[src/rtl/core/assert_macros.svh]
// Assertion helpers shared by the RTL.
`ifndef ASSERT_MACROS_SVH
`define ASSERT_MACROS_SVH

// Assert that an antecedent implies a consequent in the same cycle.
`define ASSERT_IMPL(label, clk, rst_n, ante, cons, msg) \
  label: assert property (@(posedge clk) disable iff (!rst_n) (ante) |-> (cons)) \
    else $error(msg);

// Assert that an antecedent implies a consequent in the next cycle.
`define ASSERT_NEXT(label, clk, rst_n, ante, cons, msg) \
  label: assert property (@(posedge clk) disable iff (!rst_n) (ante) |=> (cons)) \
    else $error(msg);

`endif

[src/rtl/core/dct2_pkg.sv]
package dct2_pkg;

  // Transform direction codes.
  localparam logic DirForward = 1'b0;
  localparam logic DirInverse = 1'b1;

  // Block geometry: an 8 x 8 block, addressed row-major.
  localparam int BlockSize = 8;
  localparam int IdxW      = $clog2(BlockSize);
  localparam int Cells     = BlockSize * BlockSize;
  localparam int AddrW     = 2 * IdxW;

  localparam int CosW    = 16;
  localparam int AccW    = 64;
  localparam int FracW   = 28;

  // Quarter-wave cosine cos(m*pi/(2N)) in Q1.14 for m = 0..N, N = 8.
  // The values are the Q30 Taylor series of the quarter wave rounded to Q1.14.
  function automatic logic signed [CosW-1:0] quarter_cos(input int m);
    logic signed [CosW-1:0] v;
    case (m)
      0:       v = 16'sd16384;
      1:       v = 16'sd16069;
      2:       v = 16'sd15137;
      3:       v = 16'sd13623;
      4:       v = 16'sd11585;
      5:       v = 16'sd9102;
      6:       v = 16'sd6270;
      7:       v = 16'sd3196;
      default: v = 16'sd0;
    endcase
    return v;
  endfunction

  // Weighted cosine W(x,u) in Q1.14; the other quadrants follow by symmetry.
  function automatic logic signed [CosW-1:0] cos_weight(input int x, input int u);
    int kk, quad, r, m;
    logic signed [CosW-1:0] v;
    if (u == 0) begin
      return 16'sd11585;
    end
    kk = ((2 * x + 1) * u) & (4 * BlockSize - 1);
    quad = kk >> IdxW;
    r = kk & (BlockSize - 1);
    m = (quad == 1 || quad == 3) ? (BlockSize - r) : r;
    v = quarter_cos(m);
    if (quad == 1 || quad == 2) begin
      v = -v;
    end
    return v;
  endfunction

  // Command from the front to the back: one full block is ready.
  typedef struct packed {
    logic dir;
  } blk_cmd_t;

endpackage

[src/rtl/core/dct2_front.sv]
module dct2_front (
  input  logic                       clk_i,
  input  logic                       rst_ni,
  input  logic                       s_valid_i,
  output logic                       s_ready_o,
  input  logic [15:0]                s_data_i,
  input  logic                       dir_i,
  input  logic                       busy_i,
  output logic [dct2_pkg::AddrW-1:0] wr_addr_o,
  output logic                       wr_en_o,
  output logic [15:0]                wr_data_o,
  output dct2_pkg::blk_cmd_t         cmd_o,
  output logic                       cmd_valid_o,
  input  logic                       cmd_ready_i
);
  import dct2_pkg::*;

  logic [AddrW-1:0] cnt_q, cnt_d;
  logic             full_q, full_d;
  logic             dir_q, dir_d;
  logic             acc;

  // The store is busy while a complete block waits for or is in the back end.
  assign s_ready_o   = !full_q && !busy_i;
  assign acc         = s_valid_i && s_ready_o;
  assign wr_en_o     = acc;
  assign wr_addr_o   = cnt_q;
  assign wr_data_o   = s_data_i;
  assign cmd_valid_o = full_q;
  assign cmd_o.dir   = dir_q;

  // Fill counter and block handoff.
  always_comb begin
    cnt_d  = cnt_q;
    full_d = full_q;
    dir_d  = dir_q;
    if (acc) begin
      if (cnt_q == AddrW'(Cells - 1)) begin
        cnt_d  = '0;
        full_d = 1'b1;
        dir_d  = dir_i;
      end else begin
        cnt_d = cnt_q + 1'b1;
      end
    end
    if (full_q && cmd_ready_i) begin
      full_d = 1'b0;
    end
  end

  always_ff @(posedge clk_i or negedge rst_ni) begin
    if (!rst_ni) begin
      cnt_q  <= '0;
      full_q <= 1'b0;
      dir_q  <= DirForward;
    end else begin
      cnt_q  <= cnt_d;
      full_q <= full_d;
      dir_q  <= dir_d;
    end
  end
endmodule

[src/rtl/core/dct2_back.sv]
module dct2_back (
  input  logic                       clk_i,
  input  logic                       rst_ni,
  input  logic [dct2_pkg::AddrW-1:0] wr_addr_i,
  input  logic                       wr_en_i,
  input  logic [15:0]                wr_data_i,
  input  dct2_pkg::blk_cmd_t         cmd_i,
  input  logic                       cmd_valid_i,
  output logic                       cmd_ready_o,
  output logic                       m_valid_o,
  input  logic                       m_ready_i,
  output logic [15:0]                m_data_o,
  output logic                       m_last_o,
  output logic                       busy_o
);
  import dct2_pkg::*;

  // Shift that divides the Q28 sum by N/2.
  localparam int Sh    = FracW + IdxW - 1;

  localparam logic [1:0] StIdle = 2'd0;
  localparam logic [1:0] StRun  = 2'd1;
  localparam logic [1:0] StFin  = 2'd2;
  localparam logic [1:0] StOut  = 2'd3;

  // Weight W(x,u) from the constant cosine table.
  function automatic logic signed [CosW-1:0] wtab(input logic [IdxW-1:0] x,
                                                  input logic [IdxW-1:0] u);
    return cos_weight(int'(x), int'(u));
  endfunction

  logic [15:0] mem [Cells];
  logic signed [15:0] rd_q, rd2_q;

  logic [1:0]       st_q, st_d;
  logic             dir_q, dir_d;
  logic [AddrW-1:0] oi_q, oi_d;   // output index p,q
  logic [AddrW-1:0] ii_q, ii_d;   // input index a,b
  logic             v1_q, v2_q, v3_q;
  logic signed [CosW-1:0] w1_q, w2_q;
  logic signed [31:0] pw_q;
  logic signed [47:0] pr_q;
  logic signed [AccW-1:0] acc_q, acc_d;
  logic [15:0]      res_q, res_d;
  logic             ov_q, ov_d, ol_q, ol_d;

  logic [IdxW-1:0] p, q, a, b;
  assign p = oi_q[AddrW-1:IdxW];
  assign q = oi_q[IdxW-1:0];
  assign a = ii_q[AddrW-1:IdxW];
  assign b = ii_q[IdxW-1:0];

  // Block store, written by the front and read once per cycle here.
  always_ff @(posedge clk_i) begin
    if (wr_en_i) begin
      mem[wr_addr_i] <= wr_data_i;
    end
    rd_q <= mem[ii_q];
  end

  // Weight pair for the term being read, then the product pipeline.
  // The sample waits one stage so that it meets its own weight product.
  always_ff @(posedge clk_i) begin
    if (dir_q == DirForward) begin
      w1_q <= wtab(a, p);
      w2_q <= wtab(b, q);
    end else begin
      w1_q <= wtab(p, a);
      w2_q <= wtab(q, b);
    end
    rd2_q <= rd_q;
    pw_q  <= 32'(w1_q) * 32'(w2_q);
    pr_q  <= 48'(pw_q) * 48'(rd2_q);
  end

  logic issue;
  assign issue       = (st_q == StRun);
  assign cmd_ready_o = (st_q == StIdle);
  assign busy_o      = (st_q != StIdle);
  assign m_valid_o   = ov_q;
  assign m_data_o    = res_q;
  assign m_last_o    = ol_q;

  // Rounding, half away from zero; saturation is applied in the output state.
  logic [AccW-1:0] mag, qv;
  logic signed [AccW-1:0] sv;
  always_comb begin
    mag = acc_q[AccW-1] ? AccW'(-acc_q) : AccW'(acc_q);
    qv  = (mag + (AccW'(1) << (Sh - 1))) >> Sh;
    sv  = acc_q[AccW-1] ? -$signed(qv) : $signed(qv);
  end

  // Sequencer: one term per cycle in the run state, then a finish state that drains the pipeline and an output state.
  always_comb begin
    st_d = st_q; dir_d = dir_q; oi_d = oi_q; ii_d = ii_q; acc_d = acc_q;
    res_d = res_q; ov_d = ov_q; ol_d = ol_q;
    if (ov_q && m_ready_i) begin
      ov_d = 1'b0;
    end
    if (v3_q) begin
      acc_d = acc_q + AccW'(pr_q);
    end
    case (st_q)
      StIdle: begin
        if (cmd_valid_i) begin
          dir_d = cmd_i.dir; oi_d = '0; ii_d = '0; acc_d = '0; st_d = StRun;
        end
      end
      StRun: begin
        ii_d = ii_q + 1'b1;
        if (ii_q == AddrW'(Cells - 1)) begin
          st_d = StFin;
        end
      end
      StFin: begin
        if (!v1_q && !v2_q && !v3_q) begin
          st_d = StOut;
        end
      end
      StOut: begin
        if (!ov_q || m_ready_i) begin
          if (sv > 64'sd32767) begin
            res_d = 16'h7fff;
          end else if (sv < -64'sd32768) begin
            res_d = 16'h8000;
          end else begin
            res_d = sv[15:0];
          end
          ov_d  = 1'b1;
          ol_d  = (oi_q == AddrW'(Cells - 1));
          acc_d = '0;
          ii_d  = '0;
          oi_d  = oi_q + 1'b1;
          st_d  = (oi_q == AddrW'(Cells - 1)) ? StIdle : StRun;
        end
      end
      default: st_d = StIdle;
    endcase
  end

  always_ff @(posedge clk_i or negedge rst_ni) begin
    if (!rst_ni) begin
      st_q <= StIdle; dir_q <= DirForward; oi_q <= '0; ii_q <= '0;
      v1_q <= 1'b0; v2_q <= 1'b0; v3_q <= 1'b0; acc_q <= '0;
      ov_q <= 1'b0; ol_q <= 1'b0; res_q <= '0;
    end else begin
      st_q <= st_d; dir_q <= dir_d; oi_q <= oi_d; ii_q <= ii_d;
      v1_q <= issue; v2_q <= v1_q; v3_q <= v2_q; acc_q <= acc_d;
      ov_q <= ov_d; ol_q <= ol_d; res_q <= res_d;
    end
  end
endmodule

[src/rtl/core/dct_2d_block_core.sv]
// Direct 2-D DCT-II / inverse over an N x N block (N = 8, fixed in the package).
// Input: s_axis_tdata carries one 16-bit signed sample per transfer, in
// row-major order. Output: m_axis_tdata carries one 16-bit signed result,
// m_axis_tlast marks the last result of a block.
// Configuration: cfg_valid_i/cfg_ready_o/cfg_data_i write the direction
// (0 forward, 1 inverse); it is sampled when a block's last sample arrives.
// The front fills the block store, one sample per cycle while the input is
// not stalled. When the block is complete the back end computes each result
// with one shared multiply path, one term per cycle, and finishes one result
// before it starts the next.
// The input is stalled while a full block waits for or is in the back end.
// A stalled output holds its result and pauses the sequencer.
// Reset drops any partial block and sets direction to forward.
module dct_2d_block_core (
  input  logic        clk_i,
  input  logic        rst_ni,
  input  logic        s_axis_tvalid,
  output logic        s_axis_tready,
  input  logic [15:0] s_axis_tdata,   // sample[15:0]
  output logic        m_axis_tvalid,
  input  logic        m_axis_tready,
  output logic [15:0] m_axis_tdata,   // coefficient[15:0]
  output logic        m_axis_tlast,
  input  logic        cfg_valid_i,
  output logic        cfg_ready_o,
  input  logic        cfg_data_i
);
  import dct2_pkg::*;

  `include "assert_macros.svh"

  logic             dir_q;
  logic [AddrW-1:0] wr_addr;
  logic             wr_en, cmd_valid, cmd_ready, busy;
  logic [15:0]      wr_data;
  blk_cmd_t         cmd;

  // Direction register.
  assign cfg_ready_o = 1'b1;
  always_ff @(posedge clk_i or negedge rst_ni) begin
    if (!rst_ni) begin
      dir_q <= DirForward;
    end else if (cfg_valid_i) begin
      dir_q <= cfg_data_i;
    end
  end

  dct2_front u_front (
    .clk_i, .rst_ni,
    .s_valid_i(s_axis_tvalid), .s_ready_o(s_axis_tready), .s_data_i(s_axis_tdata),
    .dir_i(dir_q), .busy_i(busy), .wr_addr_o(wr_addr), .wr_en_o(wr_en),
    .wr_data_o(wr_data),
    .cmd_o(cmd), .cmd_valid_o(cmd_valid), .cmd_ready_i(cmd_ready)
  );

  dct2_back u_back (
    .clk_i, .rst_ni,
    .wr_addr_i(wr_addr), .wr_en_i(wr_en), .wr_data_i(wr_data),
    .cmd_i(cmd), .cmd_valid_i(cmd_valid), .cmd_ready_o(cmd_ready),
    .m_valid_o(m_axis_tvalid), .m_ready_i(m_axis_tready),
    .m_data_o(m_axis_tdata), .m_last_o(m_axis_tlast), .busy_o(busy)
  );

  // The store is never written while the back end holds or reads a block.
  `ASSERT_IMPL(a_no_write_busy, clk_i, rst_ni, cmd_valid || busy, !wr_en,
               "write into a block held by the back end")
  // A block is handed over only to an idle back end, which then turns busy.
  `ASSERT_NEXT(a_handoff, clk_i, rst_ni, cmd_valid && cmd_ready, busy,
               "back end did not start on a handed-over block")
  // A stalled output result holds.
  `ASSERT_NEXT(a_out_hold, clk_i, rst_ni, m_axis_tvalid && !m_axis_tready,
               m_axis_tvalid && $stable(m_axis_tdata) && $stable(m_axis_tlast),
               "output changed while stalled")
endmodule
[config.mk]
export PLATFORM = sky130hd
export DESIGN_NAME = dct_2d_block_core
export DESIGN_NICKNAME = d
export VERILOG_FILES = /design/src/rtl/core/dct2_pkg.sv /design/src/rtl/core/dct2_front.sv /design/src/rtl/core/dct2_back.sv /design/src/rtl/core/dct_2d_block_core.sv
export VERILOG_INCLUDE_DIRS = /design/src /design/src/rtl/core
export SDC_FILE = /design/constraint.sdc
export NUM_CORES = 2
export LEC_CHECK = 0
export ABC_AREA = 1
export BUFFER_PORTS_ARGS = -buffer_cell sky130_fd_sc_hd__buf_2
export CELL_PAD_IN_SITES_DETAIL_PLACEMENT = 1
export CELL_PAD_IN_SITES_GLOBAL_PLACEMENT = 1
export CORE_ASPECT_RATIO = 0.7
export CORE_MARGIN = 1
export CORE_UTILIZATION = 55
export DETAILED_ROUTE_END_ITERATION = 8
export PLACE_DENSITY_LB_ADDON = 0.1
export SLEW_MARGIN = 40
export SYNTH_ARGS = -nofsm -noshare
export SYNTH_HDL_FRONTEND = slang
export SYNTH_HIERARCHICAL = 1
export SYNTH_SLANG_ARGS = --single-unit
[constraint.sdc]
create_clock -name clk_i -period 12.7 [get_ports clk_i]
set_input_delay 2.54 -clock clk_i [delete_from_list [all_inputs] [get_ports clk_i]]
set_output_delay 2.54 -clock clk_i [all_outputs]
set_load 0.01 [all_outputs]
==> metrics.md <==
| Metric | Value |
|---|---|
| Simple-gate portion of the synthesized area | 0.1599 |
| Register area share after synthesis | 0.4178 |
| Grt peak-use layer | met2 |
| DR DRC count | 0 |
| Number of global-route vias before repair | 73580 |
| WP data required | between 10 and 15 ns |
| Dpl ws | 5.144 ns |
| Unrepaired setup endpoints after global routing | false |
| H-tree levels | 4 |
| Status | finished clean |
| Period utilization | 0.6078 |
| Core Box Area | 156200 um2 |
| PortBufs | 40 |
| Global-route met3 utilization | 0.1172 |
| Most frequent cells in the layout | nand2_1 (1774), inv_1 (1533), edfxtp_1 (1024) |
| Post-synthesis mux area share | 0 |
| Critical path peak fanout | 16 |
| HPWL Detailed | 217.5 mm |
| Share of layout cells above drive strength 1 | 0.06890 |
| Final worst slack | 4.981 ns |
| Post-synthesis register bit count | 1277 |
| Routed wire per std cell | 26.59 um |
| Routing usage on met1 | 0.5562 |
| Die area | 159900 um2 |
| Minimum clock period | approximately 7.7 ns |
| Die W | 477.4 um |
| Die Ht | 334.8 um |
| Crit end category | flop |
| CTS resizes | 0 |
| Io pins | 42 |
| Gr ovfl total | 0 |
| Placer Congestion | about 1.0 |
| WP data arrival | 8.43 ns |
| Post-Syn Instances | 9352 |
| Setup TNS | 0 ns |
| Initial core utilization | 0.5570 |
| Synth warn | 6 |
| Area Growth Syn to Fin | 8.103% |
| Syn_area_per_cell | 9.306 um2 |
| Post-CTS Hold Buffers | 0 |
| CTS root buffer | clkbuf_16 |
| Adder-cell share of the synthesized area | 0.2182 |
| Vias per cell | between 6 and 7 |
| Fin nets | 10360 |
| CTS buffer count | 131 |
| Met2 usage | 0.5621 |
| Achievable Freq | 0.1296 GHz |
| Finished Layout Cells | 11470 |
| Clock Sinks | 1277 |
| Slew headroom | 0.3355 |
| Worst-margin pin slew | 0.9938 ns |
| Row cnt | 121 |
| Top_reg_cell synth | edfxtp_1 |
| Antenna violations before repair | 18 |
| Synth unique cells | 64 |
| Post-CTS Setup Bufs | 0 |
| Hold Path Class | flop to flop |
| GR Util All Layers | 0.3832 |
| Placed Cells | 11230 |
| Final Skew | 0.05587 ns |
| Number of routed nets with antenna violations | 0 |
| Netlist Area Pre-Place | 87030 um2 |
| Async set or reset register ratio after synthesis | 0.08536 |
| Largest family of logic cells by synthesized area | adder cells |
| Startpoint class of the critical path | flop |
| Xor/xnor share of the synthesized area | 0.01801 |
| 1st-iter DRT viols | 8239 |
| Largest net degree at the start of global routing | 190 |
| First-pass detailed-route iteration total | 5 |
| Via count | 69500 |
| Crit path kind | flop to flop |
| Number of synthesized flops with an enable pin | 1024 |
| Finished Core Util | 0.6021 |
| Final setup fails | 0 |
| Synth Area in Compound Gates | 0.09965 |
| Max Cap Viol | 0 |
| Detailed Route WL | 305.1 mm |
| Syn Nets | roughly 10000 |
| Pins over their slew limit | 0 |
| Worst-skew pair later-pin latency | 0.80 ns |
| Hold Vio Cnt, Final | 0 |
| Max Root-Sink Buffers | 3 |
| TritonCTS clock tree | built |
| Worst-path clk slew | roughly 0.060 ns |
| First-pass GRT wire length | 458.9 mm |
| Commonest non-fill, non-tap cell in the layout | nand2_1 |
cell type report:
type	count	area, um2
Clock inverter	63	699.4
Antenna cell	6	15.01
Tap cell	2091	2616
Multi-Input combinational cell	6097	43260
Inverter	1565	5889
Sequential cell	1277	36380
Fill cell	17550	62160
Timing Repair Buffer	199	1593
Clock buffer	175	3628
per-layer routing:
metal	share of wire	vias to the layer above
li1	-	30060
met1	0.42	35570
met2	0.43	3403
met3	0.13	454
met4	0.022	12
met5	0.00019	-
synth_stat cells, types with 16 or more instances:
| library cell | n | area, um2 |
|---|---|---|
| ha_1 | 303 | 3791 |
| nand4_1 | 43 | 269.0 |
| o21ai_0 | 675 | 3378 |
| fa_1 | 759 | 15190 |
| nand2_1 | 1774 | 6659 |
| o22ai_1 | 175 | 1095 |
| a31oi_1 | 54 | 337.8 |
| edfxtp_1 | 1024 | 30750 |
| xnor2_1 | 60 | 525.5 |
| nand3_1 | 276 | 1381 |
| dfxtp_1 | 144 | 2883 |
| clkbuf_1 | 365 | 1370 |
| buf_1 | 17 | 63.81 |
| or2_2 | 60 | 375.4 |
| nand2_2 | 57 | 356.6 |
| o221ai_1 | 107 | 937.2 |
| o211ai_1 | 99 | 743.2 |
| inv_2 | 18 | 67.56 |
| nor2_2 | 48 | 300.3 |
| nor2_4 | 17 | 191.4 |
| nor4_1 | 18 | 112.6 |
| nor3_1 | 38 | 190.2 |
| nor2_1 | 1000 | 3754 |
| xor2_1 | 119 | 1042 |
| buf_4 | 17 | 127.6 |
| a21oi_1 | 282 | 1411 |
| inv_1 | 1538 | 5773 |
| a32o_1 | 16 | 160.2 |
| dfrtp_1 | 109 | 2728 |
worst paths after layout:
check / slack (ns) / startpoint / cells after the start / endpoint
setup / recovery: 4.98 / u_back/w1_q[2] / 26 / u_back/pw_q[31]
hold / removal: 0.33 / u_back/rd_q[2] / 0 / u_back/rd2_q[2]
setup reg to reg: 4.98 / u_back/w1_q[2] / 26 / u_back/pw_q[31]
hold reg to reg: 0.33 / u_back/rd_q[2] / 0 / u_back/rd2_q[2]
max in group asynchronous: 10.00 / rst_ni / 2 / u_back/ii_q[2]
min in group asynchronous: 1.65 / rst_ni / 1 / u_back/acc_q[23]
stage by stage:
step,instance area (um2),hold slack (ns)
final,94080,0.3272
after global placement,89480,0.3115
after floorplan,87030,0.3096
after detailed placement,89580,0.3147
after CTS,93910,0.3282
after global routing,94070,0.3329
cell families after synthesis:
logic type / after synthesis
fa+ha+maj: 1062
xor+xnor: 179
simple gates: 3367
other cells: 1
compound gates: 1488
buf+inv: 1978
flops: 1277
registers in the layout, summed over array words and instances (netlist names), 2 cells and up:
name	flops
u_back/ii_q	6
u_back/st_q	2
u_back/pr_q	48
u_back/acc_q	64
u_back/m_data_o	16
u_back/rd_q	16
u_back/rd2_q	16
u_back/w1_q	16
u_back/w2_q	16
u_back/pw_q	32
u_back/mem	1024
u_back/oi_q	6
u_front/wr_addr_o	6
worst max-delay path, cell delays in order, from the launching register on:
cell      delay, ns
dfxtp_1        0.83
nand2_1        0.19
fa_1           0.50
fa_1           0.52
inv_1          0.04
ha_1           0.18
inv_1          0.07
fa_1           0.44
fa_1           0.50
fa_1           0.49
inv_1          0.04
ha_1           0.33
a21o_1         0.21
a21oi_1        0.25
o21ai_0        0.12
a21oi_1        0.29
o21bai_1       0.20
a21oi_1        0.31
o21ai_0        0.23
a21boi_0       0.48
o21ai_0        0.27
a21boi_0       0.44
o21ai_0        0.21
a21oi_1        0.18
nor2_1         0.06
nor2_1         0.11
xor2_1         0.15
Power is not shown: default switching activity piles up to over one toggle a cycle in this logic, so the estimate is an artifact.
